===== src/hdl/vumph_pkg.sv =====
// ============================================================================
// VU meter package
// Shared widths, register codes, reset values and the log2 fraction table.
// ============================================================================
package vumph_pkg;

    // Default build parameters
    localparam int LED_COUNT_DEF   = 32;
    localparam int SAMPLE_BITS_DEF = 16;

    // Level scale: 60 dB in 1/16 dB steps
    localparam int FULL_LEVEL = 960;
    localparam int LEVEL_W    = 10;

    // Register widths
    localparam int FS_W    = 15;
    localparam int HOLD_W  = 8;
    localparam int DECAY_W = 8;

    // Configuration port
    localparam int CFG_IDX_W  = 2;
    localparam int CFG_DATA_W = 15;

    // Register reset values
    localparam logic [FS_W-1:0]    FS_RESET    = 15'd32767;
    localparam logic [HOLD_W-1:0]  HOLD_RESET  = 8'd30;
    localparam logic [DECAY_W-1:0] DECAY_RESET = 8'd8;

    // LED bar
    localparam int MASK_W     = 32;
    localparam int PLED_OUT_W = 6;
    localparam int PLED_W     = 7;
    localparam int PLED_SHIFT = 20;

    // log2 in Q12
    localparam int LOG_FRAC = 12;
    localparam int TAB_W    = 13;
    localparam int IDX_W    = 4;
    localparam int REM_W    = 8;

    // dB conversion: 320*log10(2) in Q16, product scaled by 2^-28
    localparam int DB_MULT_W   = 24;
    localparam logic signed [DB_MULT_W-1:0] DB_MULT = 24'sd6313057;
    localparam int ROUND_SHIFT = 28;

    typedef enum logic [CFG_IDX_W-1:0] {
        CFG_FULL_SCALE  = 2'd0,
        CFG_HOLD_FRAMES = 2'd1,
        CFG_DECAY_STEP  = 2'd2
    } t_cfg_idx;

    // Load enables for the pipeline ranks after the input rank
    typedef struct packed {
        logic ld_norm;
        logic ld_log;
        logic ld_prod;
        logic ld_level;
        logic ld_peak;
        logic ld_out;
    } t_pipe_en;

    // round(4096*log2(1+k/16)), k = 0..16
    function automatic logic [TAB_W-1:0] log_tab(input logic [IDX_W:0] k);
        logic [TAB_W-1:0] v;
        case (k)
            5'd0:    v = 13'd0;
            5'd1:    v = 13'd358;
            5'd2:    v = 13'd696;
            5'd3:    v = 13'd1016;
            5'd4:    v = 13'd1319;
            5'd5:    v = 13'd1607;
            5'd6:    v = 13'd1882;
            5'd7:    v = 13'd2145;
            5'd8:    v = 13'd2396;
            5'd9:    v = 13'd2637;
            5'd10:   v = 13'd2869;
            5'd11:   v = 13'd3092;
            5'd12:   v = 13'd3307;
            5'd13:   v = 13'd3514;
            5'd14:   v = 13'd3715;
            5'd15:   v = 13'd3908;
            5'd16:   v = 13'd4096;
            default: v = 13'd0;
        endcase
        return v;
    endfunction

endpackage


===== src/hdl/vumph_log2.sv =====
// ============================================================================
// vumph_log2
// Two-rank log2 in Q12: leading-one normalise, then table interpolation.
// ============================================================================
module vumph_log2 #(
    parameter int W     = 16,
    parameter int LOG_W = 17
) (
    input  logic                  i_clk,
    input  vumph_pkg::t_pipe_en   i_en,
    input  logic [W-1:0]          i_val,
    output logic [LOG_W-1:0]      o_log
);
    localparam int E_W = (W > 1) ? $clog2(W) : 1;
    localparam int X_W = W + vumph_pkg::LOG_FRAC;

    logic [E_W-1:0]                  e;
    logic [E_W-1:0]                  sa;
    logic [X_W-1:0]                  sh;
    logic [E_W-1:0]                  r_e;
    logic [vumph_pkg::IDX_W-1:0]     r_idx;
    logic [vumph_pkg::REM_W-1:0]     r_rem;
    logic [vumph_pkg::TAB_W-1:0]     lo;
    logic [vumph_pkg::TAB_W-1:0]     hi;
    logic [8:0]                      step;
    logic [16:0]                     prodi;
    logic [16:0]                     rnd;
    logic [LOG_W-1:0]                n_log;
    logic [LOG_W-1:0]                r_log;

    // top set bit, then bring it to the top of the extended word
    always_comb begin
        e = '0;
        for (int i = 0; i < W; i++) begin
            if (i_val[i]) begin
                e = E_W'(i);
            end
        end
        sa = E_W'(W - 1) - e;
        sh = {i_val, {vumph_pkg::LOG_FRAC{1'b0}}} << sa;
    end

    always_ff @(posedge i_clk) begin
        if (i_en.ld_norm) begin
            r_e   <= e;
            r_idx <= sh[X_W-2 -: vumph_pkg::IDX_W];
            r_rem <= sh[X_W-2-vumph_pkg::IDX_W -: vumph_pkg::REM_W];
        end
    end

    // interpolate between neighbouring table entries
    always_comb begin
        lo    = vumph_pkg::log_tab({1'b0, r_idx});
        hi    = vumph_pkg::log_tab({1'b0, r_idx} + 5'd1);
        step  = 9'(hi - lo);
        prodi = 17'(step) * 17'(r_rem);
        rnd   = prodi + 17'd128;
        n_log = LOG_W'({r_e, {vumph_pkg::LOG_FRAC{1'b0}}}) + LOG_W'(lo) + LOG_W'(rnd[16:8]);
    end

    always_ff @(posedge i_clk) begin
        if (i_en.ld_log) begin
            r_log <= n_log;
        end
    end

    assign o_log = r_log;

endmodule


===== src/hdl/vumph_level.sv =====
// ============================================================================
// vumph_level
// Log ratio to dB level: scale by the dB constant, round and clamp to 0..960.
// ============================================================================
module vumph_level #(
    parameter int LOG_W = 17
) (
    input  logic                             i_clk,
    input  vumph_pkg::t_pipe_en              i_en,
    input  logic [LOG_W-1:0]                 i_log_max,
    input  logic [LOG_W-1:0]                 i_log_fs,
    input  logic                             i_zero,
    output logic [vumph_pkg::LEVEL_W-1:0]    o_level
);
    localparam int DIFF_W = LOG_W + 1;
    localparam int PROD_W = DIFF_W + vumph_pkg::DB_MULT_W;
    localparam int SUM_W  = PROD_W + 1;
    localparam int Q_W    = SUM_W - vumph_pkg::ROUND_SHIFT;
    localparam logic [SUM_W-1:0] HALF = SUM_W'(1) << (vumph_pkg::ROUND_SHIFT - 1);

    logic signed [DIFF_W-1:0]          diff;
    logic signed [PROD_W-1:0]          r_prod;
    logic [PROD_W-1:0]                 neg;
    logic [SUM_W-1:0]                  sum;
    logic [Q_W-1:0]                    q;
    logic [Q_W-1:0]                    lvl_sub;
    logic [vumph_pkg::LEVEL_W-1:0]     n_level;
    logic [vumph_pkg::LEVEL_W-1:0]     r_level;

    assign diff = signed'({1'b0, i_log_max}) - signed'({1'b0, i_log_fs});

    always_ff @(posedge i_clk) begin
        if (i_en.ld_prod) begin
            r_prod <= PROD_W'(diff) * PROD_W'(vumph_pkg::DB_MULT);
        end
    end

    // a non-negative product always lands at or above full level
    always_comb begin
        neg     = PROD_W'(-r_prod);
        sum     = {1'b0, neg} + HALF;
        q       = sum[SUM_W-1:vumph_pkg::ROUND_SHIFT];
        lvl_sub = Q_W'(vumph_pkg::FULL_LEVEL) - q;
        if (i_zero) begin
            n_level = '0;
        end else if (!r_prod[PROD_W-1]) begin
            n_level = vumph_pkg::LEVEL_W'(vumph_pkg::FULL_LEVEL);
        end else if (q > Q_W'(vumph_pkg::FULL_LEVEL)) begin
            n_level = '0;
        end else begin
            n_level = lvl_sub[vumph_pkg::LEVEL_W-1:0];
        end
    end

    always_ff @(posedge i_clk) begin
        if (i_en.ld_level) begin
            r_level <= n_level;
        end
    end

    assign o_level = r_level;

endmodule


===== src/hdl/vumph_peak_hold.sv =====
// ============================================================================
// vumph_peak_hold
// Held peak state: capture, hold for a frame count, then decay per frame.
// ============================================================================
module vumph_peak_hold (
    input  logic                             i_clk,
    input  logic                             i_rst_n,
    input  vumph_pkg::t_pipe_en              i_en,
    input  logic                             i_step,
    input  logic [vumph_pkg::LEVEL_W-1:0]    i_level,
    input  logic [vumph_pkg::HOLD_W-1:0]     i_hold_frames,
    input  logic [vumph_pkg::DECAY_W-1:0]    i_decay_step,
    output logic [vumph_pkg::LEVEL_W-1:0]    o_level,
    output logic [vumph_pkg::LEVEL_W-1:0]    o_shown
);
    logic [vumph_pkg::LEVEL_W-1:0] r_peak;
    logic [vumph_pkg::LEVEL_W-1:0] n_peak;
    logic [vumph_pkg::HOLD_W-1:0]  r_hold_left;
    logic [vumph_pkg::HOLD_W-1:0]  n_hold_left;
    logic [vumph_pkg::LEVEL_W-1:0] shown;
    logic [vumph_pkg::HOLD_W-1:0]  hold_eff;
    logic                          capture;
    logic [vumph_pkg::LEVEL_W-1:0] r_level;
    logic [vumph_pkg::LEVEL_W-1:0] r_shown;

    always_comb begin
        capture  = (r_peak <= i_level);
        shown    = capture ? i_level : r_peak;
        hold_eff = capture ? i_hold_frames : r_hold_left;
        if (hold_eff != '0) begin
            n_hold_left = hold_eff - 1'b1;
            n_peak      = shown;
        end else begin
            n_hold_left = '0;
            n_peak      = (shown > vumph_pkg::LEVEL_W'(i_decay_step)) ?
                          shown - vumph_pkg::LEVEL_W'(i_decay_step) : '0;
        end
    end

    always_ff @(posedge i_clk) begin
        if (!i_rst_n) begin
            r_peak      <= '0;
            r_hold_left <= '0;
        end else if (i_step) begin
            r_peak      <= n_peak;
            r_hold_left <= n_hold_left;
        end
    end

    always_ff @(posedge i_clk) begin
        if (i_en.ld_peak) begin
            r_level <= i_level;
            r_shown <= shown;
        end
    end

    assign o_level = r_level;
    assign o_shown = r_shown;

endmodule


===== src/hdl/vumph_led_bar.sv =====
// ============================================================================
// vumph_led_bar
// LED bar mask and peak LED index, held in the output register.
// ============================================================================
module vumph_led_bar #(
    parameter int LED_COUNT = vumph_pkg::LED_COUNT_DEF
) (
    input  logic                                i_clk,
    input  vumph_pkg::t_pipe_en                 i_en,
    input  logic [vumph_pkg::LEVEL_W-1:0]       i_level,
    input  logic [vumph_pkg::LEVEL_W-1:0]       i_shown,
    output logic [vumph_pkg::LEVEL_W-1:0]       o_level_db,
    output logic [vumph_pkg::LEVEL_W-1:0]       o_held_peak_db,
    output logic [vumph_pkg::MASK_W-1:0]        o_lit_mask,
    output logic [vumph_pkg::PLED_OUT_W-1:0]    o_peak_led
);
    // shown*LED_COUNT/960 as a multiply by a rounded-up reciprocal
    localparam int PLED_MUL = (LED_COUNT * (2 ** vumph_pkg::PLED_SHIFT) +
                               vumph_pkg::FULL_LEVEL - 1) / vumph_pkg::FULL_LEVEL;
    localparam int PW = vumph_pkg::PLED_SHIFT + vumph_pkg::PLED_W;

    logic [PW-1:0]                      pprod;
    logic [vumph_pkg::PLED_W-1:0]       n_pled;
    logic [vumph_pkg::MASK_W-1:0]       n_mask;
    logic [vumph_pkg::LEVEL_W-1:0]      r_level;
    logic [vumph_pkg::LEVEL_W-1:0]      r_shown;
    logic [vumph_pkg::MASK_W-1:0]       r_mask;
    logic [vumph_pkg::PLED_W-1:0]       r_pled;

    assign pprod  = PW'(i_shown) * PW'(PLED_MUL);
    assign n_pled = pprod[PW-1 -: vumph_pkg::PLED_W];

    for (genvar gi = 0; gi < vumph_pkg::MASK_W; gi++) begin : g_led
        if (gi < LED_COUNT) begin : g_on
            localparam int THR = (vumph_pkg::FULL_LEVEL * gi) / LED_COUNT;
            assign n_mask[gi] = (i_level > vumph_pkg::LEVEL_W'(THR)) ||
                                (n_pled == vumph_pkg::PLED_W'(gi));
        end else begin : g_off
            assign n_mask[gi] = 1'b0;
        end
    end

    always_ff @(posedge i_clk) begin
        if (i_en.ld_out) begin
            r_level <= i_level;
            r_shown <= i_shown;
            r_mask  <= n_mask;
            r_pled  <= n_pled;
        end
    end

    assign o_level_db     = r_level;
    assign o_held_peak_db = r_shown;
    assign o_lit_mask     = r_mask;
    assign o_peak_led     = r_pled[vumph_pkg::PLED_OUT_W-1:0];

endmodule


===== src/hdl/vu_meter_peak_hold_unit.sv =====
// ============================================================================
// vu_meter_peak_hold_unit
// VU meter with peak hold: frame maximum, dB level, held peak and LED bar.
// ============================================================================
//
//  Channel   Direction  Handshake           Payload
//  -------   ---------  ------------------  ----------------------------------
//  sample    in         i_valid / o_stall   i_sample, i_last_in_frame
//  result    out        o_valid / i_stall   o_level_db, o_held_peak_db,
//                                           o_lit_mask, o_peak_led, o_frame_max
//  config    in         i_cfg_wr_en         i_cfg_index, i_cfg_data
//
//  One sample beat is taken every cycle while o_stall is low. Only the beat that
//  closes a frame enters the level pipeline; its result reaches the output
//  register after the input rank. The depth is set by the two log2 ranks,
//  the dB multiplier, the round/clamp rank, the peak rank and the LED rank.
//  Reset clears the frame maximum, the held peak and all beat valids; it needs
//  no clearing pass. A stall on the result side holds the output register and
//  backs up through the ranks, stalling the sample side only once every rank
//  holds a beat.
//
module vu_meter_peak_hold_unit #(
    parameter int LED_COUNT   = vumph_pkg::LED_COUNT_DEF,
    parameter int SAMPLE_BITS = vumph_pkg::SAMPLE_BITS_DEF
) (
    input  logic                                  i_clk,
    input  logic                                  i_rst_n,

    input  logic                                  i_valid,
    output logic                                  o_stall,
    input  logic signed [SAMPLE_BITS-1:0]         i_sample,
    input  logic                                  i_last_in_frame,

    output logic                                  o_valid,
    input  logic                                  i_stall,
    output logic [vumph_pkg::LEVEL_W-1:0]         o_level_db,
    output logic [vumph_pkg::LEVEL_W-1:0]         o_held_peak_db,
    output logic [vumph_pkg::MASK_W-1:0]          o_lit_mask,
    output logic [vumph_pkg::PLED_OUT_W-1:0]      o_peak_led,
    output logic [SAMPLE_BITS-1:0]                o_frame_max,

    input  logic                                  i_cfg_wr_en,
    input  logic [vumph_pkg::CFG_IDX_W-1:0]       i_cfg_index,
    input  logic [vumph_pkg::CFG_DATA_W-1:0]      i_cfg_data
);
    // log2 values reach SAMPLE_BITS*4096 for samples, 15*4096 for full scale
    localparam int SB_E  = $clog2(SAMPLE_BITS);
    localparam int LOG_W = ((SB_E < 4) ? 4 : SB_E) + vumph_pkg::LOG_FRAC;
    localparam int RANKS = 7;

    // configuration registers
    logic [vumph_pkg::FS_W-1:0]     r_full_scale;
    logic [vumph_pkg::HOLD_W-1:0]   r_hold_frames;
    logic [vumph_pkg::DECAY_W-1:0]  r_decay_step;
    logic [vumph_pkg::FS_W-1:0]     fs_eff;

    // pipeline control
    logic [RANKS:1]                 r_vld;
    logic [RANKS+1:1]               rdy;
    logic                           acc;
    logic                           step;
    vumph_pkg::t_pipe_en            en;

    // frame maximum and its copies along the ranks
    logic [SAMPLE_BITS-1:0]         mag;
    logic [SAMPLE_BITS-1:0]         r_run;
    logic [SAMPLE_BITS-1:0]         n_max;
    logic [SAMPLE_BITS-1:0]         r_fmax [1:RANKS];

    logic [LOG_W-1:0]               log_max;
    logic [LOG_W-1:0]               log_fs;
    logic [vumph_pkg::LEVEL_W-1:0]  lvl5;
    logic [vumph_pkg::LEVEL_W-1:0]  lvl6;
    logic [vumph_pkg::LEVEL_W-1:0]  shown6;

    // ------------------------------------------------------------------
    // Configuration writes
    // ------------------------------------------------------------------
    always_ff @(posedge i_clk) begin
        if (!i_rst_n) begin
            r_full_scale  <= vumph_pkg::FS_RESET;
            r_hold_frames <= vumph_pkg::HOLD_RESET;
            r_decay_step  <= vumph_pkg::DECAY_RESET;
        end else if (i_cfg_wr_en) begin
            case (vumph_pkg::t_cfg_idx'(i_cfg_index))
                vumph_pkg::CFG_FULL_SCALE: begin
                    r_full_scale <= i_cfg_data[vumph_pkg::FS_W-1:0];
                end
                vumph_pkg::CFG_HOLD_FRAMES: begin
                    r_hold_frames <= i_cfg_data[vumph_pkg::HOLD_W-1:0];
                end
                vumph_pkg::CFG_DECAY_STEP: begin
                    r_decay_step <= i_cfg_data[vumph_pkg::DECAY_W-1:0];
                end
                default: begin
                end
            endcase
        end
    end

    // a zero full scale counts as one
    assign fs_eff = (r_full_scale == '0) ? vumph_pkg::FS_W'(1) : r_full_scale;

    // ------------------------------------------------------------------
    // Handshake: a rank loads when it is empty or its beat moves on
    // ------------------------------------------------------------------
    always_comb begin
        rdy[RANKS+1] = !i_stall;
        for (int k = RANKS; k >= 1; k--) begin
            rdy[k] = !r_vld[k] || rdy[k+1];
        end
    end

    assign acc     = i_valid && rdy[1];
    assign o_stall = !rdy[1];
    assign step    = rdy[6] && r_vld[5];

    assign en.ld_norm  = rdy[2];
    assign en.ld_log   = rdy[3];
    assign en.ld_prod  = rdy[4];
    assign en.ld_level = rdy[5];
    assign en.ld_peak  = rdy[6];
    assign en.ld_out   = rdy[7];

    always_ff @(posedge i_clk) begin
        if (!i_rst_n) begin
            r_vld <= '0;
        end else begin
            if (rdy[1]) begin
                r_vld[1] <= acc && i_last_in_frame;
            end
            for (int k = 2; k <= RANKS; k++) begin
                if (rdy[k]) begin
                    r_vld[k] <= r_vld[k-1];
                end
            end
        end
    end

    // ------------------------------------------------------------------
    // Per-sample magnitude and running frame maximum
    // ------------------------------------------------------------------
    // the most negative sample wraps to 2^(SAMPLE_BITS-1), read unsigned
    assign mag   = i_sample[SAMPLE_BITS-1] ? SAMPLE_BITS'(~i_sample + 1'b1)
                                           : SAMPLE_BITS'(i_sample);
    assign n_max = (mag > r_run) ? mag : r_run;

    always_ff @(posedge i_clk) begin
        if (!i_rst_n) begin
            r_run <= '0;
        end else if (acc) begin
            r_run <= i_last_in_frame ? '0 : n_max;
        end
    end

    // carry the frame maximum alongside its beat
    always_ff @(posedge i_clk) begin
        if (rdy[1]) begin
            r_fmax[1] <= n_max;
        end
        for (int k = 2; k <= RANKS; k++) begin
            if (rdy[k]) begin
                r_fmax[k] <= r_fmax[k-1];
            end
        end
    end

    // ------------------------------------------------------------------
    // Level pipeline
    // ------------------------------------------------------------------
    vumph_log2 #(
        .W     (SAMPLE_BITS),
        .LOG_W (LOG_W)
    ) u_log_max (
        .i_clk (i_clk),
        .i_en  (en),
        .i_val (r_fmax[1]),
        .o_log (log_max)
    );

    vumph_log2 #(
        .W     (vumph_pkg::FS_W),
        .LOG_W (LOG_W)
    ) u_log_fs (
        .i_clk (i_clk),
        .i_en  (en),
        .i_val (fs_eff),
        .o_log (log_fs)
    );

    vumph_level #(
        .LOG_W (LOG_W)
    ) u_level (
        .i_clk     (i_clk),
        .i_en      (en),
        .i_log_max (log_max),
        .i_log_fs  (log_fs),
        .i_zero    (r_fmax[4] == '0),
        .o_level   (lvl5)
    );

    // hold the peak; it advances once per frame beat
    vumph_peak_hold u_peak (
        .i_clk         (i_clk),
        .i_rst_n       (i_rst_n),
        .i_en          (en),
        .i_step        (step),
        .i_level       (lvl5),
        .i_hold_frames (r_hold_frames),
        .i_decay_step  (r_decay_step),
        .o_level       (lvl6),
        .o_shown       (shown6)
    );

    vumph_led_bar #(
        .LED_COUNT (LED_COUNT)
    ) u_led (
        .i_clk          (i_clk),
        .i_en           (en),
        .i_level        (lvl6),
        .i_shown        (shown6),
        .o_level_db     (o_level_db),
        .o_held_peak_db (o_held_peak_db),
        .o_lit_mask     (o_lit_mask),
        .o_peak_led     (o_peak_led)
    );

    assign o_valid     = r_vld[RANKS];
    assign o_frame_max = r_fmax[RANKS];

endmodule

===== config.mk =====
export PLATFORM = sky130hd
export DESIGN_NAME = vu_meter_peak_hold_unit
export DESIGN_NICKNAME = d
export VERILOG_FILES = /design/src/hdl/vumph_pkg.sv /design/src/hdl/vumph_log2.sv /design/src/hdl/vumph_level.sv /design/src/hdl/vumph_peak_hold.sv /design/src/hdl/vumph_led_bar.sv /design/src/hdl/vu_meter_peak_hold_unit.sv
export SDC_FILE = /design/constraint.sdc
export NUM_CORES = 2
export LEC_CHECK = 0
export BUFFER_PORTS_ARGS = -buffer_cell sky130_fd_sc_hd__buf_4
export CAP_MARGIN = 20
export CORE_ASPECT_RATIO = 0.5
export CORE_UTILIZATION = 50
export DETAILED_ROUTE_END_ITERATION = 10
export PLACE_DENSITY_LB_ADDON = 0.3
export SYNTH_ARGS = -nofsm -noshare
export SYNTH_HDL_FRONTEND = slang
export SYNTH_SLANG_ARGS = --single-unit

===== constraint.sdc =====
create_clock -name i_clk -period 14.3 [get_ports i_clk]
set_input_delay 3.575 -clock i_clk [delete_from_list [all_inputs] [get_ports i_clk]]
set_output_delay 3.575 -clock i_clk [all_outputs]
set_load 0.005 [all_outputs]

==> run_results.csv <==
group,metric,value,unit
status,status,"finished, final reports clean",
drt,via_per_inst,5.57,
sta,slew_viol_final,0,
floorplan,ios,115,
sta,fin_setup_tns,0,ps
logic_synthesis,synthCells,3252,
global_route,grt_max_degree,75,
setup_path,timing.rr.start,"u_log_fs.r_idx[0]",
logic_synthesis,synth_nets,3856,
setup_path,critical_path_arrival,9720,ps
sta,layout_worst_path_cycle_share,0.659,
global_route,grt_usage,0.218,
logic_synthesis,yosys.area.top_type,"edfxtp_1",
setup_path,cp_max_fo,16,
drt,wl_per_cell,16.9,um
drt,drcViolationCount,0,
global_route,antenna_found_initial,0,
logic_synthesis,ys_warn_count,0,
logic_synthesis,synth-seq-cells,401,
setup_path,cp-start-kind,"flip-flop",
cts,clockBufferDepth,3,
setup_path,cp.depth,37,
floorplan,fp.coreArea,0.0634,mm^2
logic_synthesis,synth.distinct_cells,105,
logic_synthesis,synth_seq_area_share,0.343,
cts,clock_sinks,401,
setup_path,r2r_end,"u_log_fs.o_log[14]",
cts,cts_root_buf,"clkbuf_16",
layout,regArea,0.0111,mm^2
global_route,grt_overflow_total,0,
cts,ctsHoldBuffers,0,
cts,clk_pin_slew,70,ps
layout,final_layout_size_suffix_gt1_frac,0.0774,
sta,max_freq,0.106,GHz
layout,diodes,0,
cts,tritoncts,"yes",
sta,finalWorstPathRequiredPeriod,9420,ps
logic_synthesis,synth_top_flop_cell,"edfxtp_1",
cts,cts_made_buffers,41,
drt,drtIter0Drc,1619,
layout,fin_nets,3930,
logic_synthesis,async_flop_share,0,
floorplan,die_area,0.0657,mm^2
floorplan,start_util,0.509,
layout,synthToLayoutAreaGrowth,9.44,%
setup_path,reg2reg_setup_slack,4880,ps
sta,relSlewSlack,0.259,
setup_path,r2r_cells,37,
setup_path,endpoint_kind,"flip-flop",
logic_synthesis,ys_top_cells_by_area,"edfxtp_1 (28%), ha_1 (15%), fa_1 (10%)",
drt,ant_nets,0,
layout,final_common_cell,"inv_1",
layout,multiInputGateArea,0.0192,mm^2
cts,post-cts-setup-buffers,0,
logic_synthesis,synth_top_area_share,0.283,
logic_synthesis,synth_edf_count,305,
setup_path,cp_slowest_cell,"edfxtp_1",
global_route,first_global_vias,23203,
setup_path,path_delay_family,"adder cells",
logic_synthesis,syn_area,0.0323,mm^2
sta,grt_setup_unrepaired,"false",
floorplan,rows,65,
sta,finalSetupViolations,0,
floorplan,die_w,362,um
floorplan,die_height,182,um
placed_design,gp_congestion,0.965,
cts,ctsResizeCount,0,
layout,fill_cells,5438,
placed_design,io_buffers,114,
layout,mostFrequentLayoutCells,"inv_1 (414), ha_1 (396), edfxtp_1 (305)",
setup_path,path_class,"reg2reg",
sta,final_hold_viol_count,0,
sta,finClkSkew,13.4,ps
hold_path,whs_path_depth,0,
logic_synthesis,synth_area_per_cell,9.94,um^2
drt,num_vias,23385,
cts,htreeDepth,2,
placed_design,dp_hpwl,54600,um
job,drv_cap,0,
drt,wirelength,70800,um
setup_path,cpPeakStageDelay,590,ps
global_route,grt_first_pass_wirelength,118000,um
drt,drt-pass1-iter-count,5,
sta,tightest_slew,1110,ps
setup_path,cp_data_required_time,14600,ps
setup_path,worst-path-buf-inv,2,
hold_path,hold_class,"reg2reg",
hold_path,hold_path_end,"r_fmax[0][51]",
hold_path,worstHoldStart,"r_fmax[0][35]",
cts,clkLatencyLatePin,550,ps
-- cell type report --
type,count,share of cell area
clock buffers,51,0.0324
well taps,837,0.0296
inverters,420,0.0447
repair buffers,129,0.0278
multi-input cells,2333,0.543
clock inverters,25,0.00874
flip-flops and latches,401,0.313
-- synthesized netlist by cell type (47+ instances only) --
cell type,count
and2_1,101
nor2_1,188
nand2_1,259
clkbuf_1,66
inv_1,416
o21ai_0,168
nand3_1,53
ha_1,396
a21oi_1,164
nor2b_1,76
xor2_1,47
edfxtp_1,305
nor3_1,62
mux2i_1,60
fa_1,169
xnor2_1,111
dfxtp_1,96
-- cell families after synthesis --
| group | after synthesis | synth area share |
|---|---|---|
| flops | 401 | 0.343 |
| simple gates | 903 | 0.138 |
| fa+ha+maj | 565 | 0.258 |
| buf+inv | 518 | 0.0634 |
| compound gates | 627 | 0.127 |
| mux | 78 | 0.0270 |
| xor+xnor | 160 | 0.0438 |
-- worst max path at each step --
stage,startpoint,endpoint,slack [ps]
floorplan,u_log_fs.r_idx[0],u_log_fs.o_log[12],5920
CTS,u_log_max.r_idx[0],u_log_max.o_log[12],4880
global placement,u_log_fs.r_idx[0],u_log_fs.o_log[12],5170
global route,u_log_max.r_idx[0],u_log_max.o_log[12],3850
finish,u_log_fs.r_idx[0],u_log_fs.o_log[14],4880
detailed placement,u_log_fs.r_idx[0],u_log_fs.o_log[14],4910
-- registers in the layout, summed over array words and instances, names as in the netlist, 15 cells and up --
name              flops
r_fmax              112
r_full_scale         15
r_run                16
u_led.o_lit_mask     32
u_level.r_prod       41
u_log_fs.o_log       16
u_log_max.o_log      16
-- metal layers --
layer | wire length [um] | up-vias | track usage | part of all wire
met5 | 0 | - | 0 | 0
met1 | 33500 | 11313 | 0.307 | 0.47
met2 | 33400 | 544 | 0.368 | 0.47
li1 | - | 11449 | - | -
met3 | 3020 | 79 | 0.0216 | 0.043
met4 | 890 | 0 | 0.0369 | 0.013
-- through the flow --
step | util | area [um^2] | worst slack [ps] | hold slack, ps | cells
floorplan | - | 32300 | 5920 | 400 | 3252
global placement | 0.534 | 33900 | 5170 | 402 | 4118
detailed placement | 0.534 | 33900 | 4910 | 405 | 4118
CTS | 0.557 | 35300 | 4880 | 414 | 4194
global route | 0.557 | 35400 | 3850 | 423 | 4196
finish | 0.557 | 35400 | 4880 | 411 | 4196
Power is left out: the tool's default activity adds up to more than one toggle a clock period on the data nets, which glitch-free logic cannot reach.
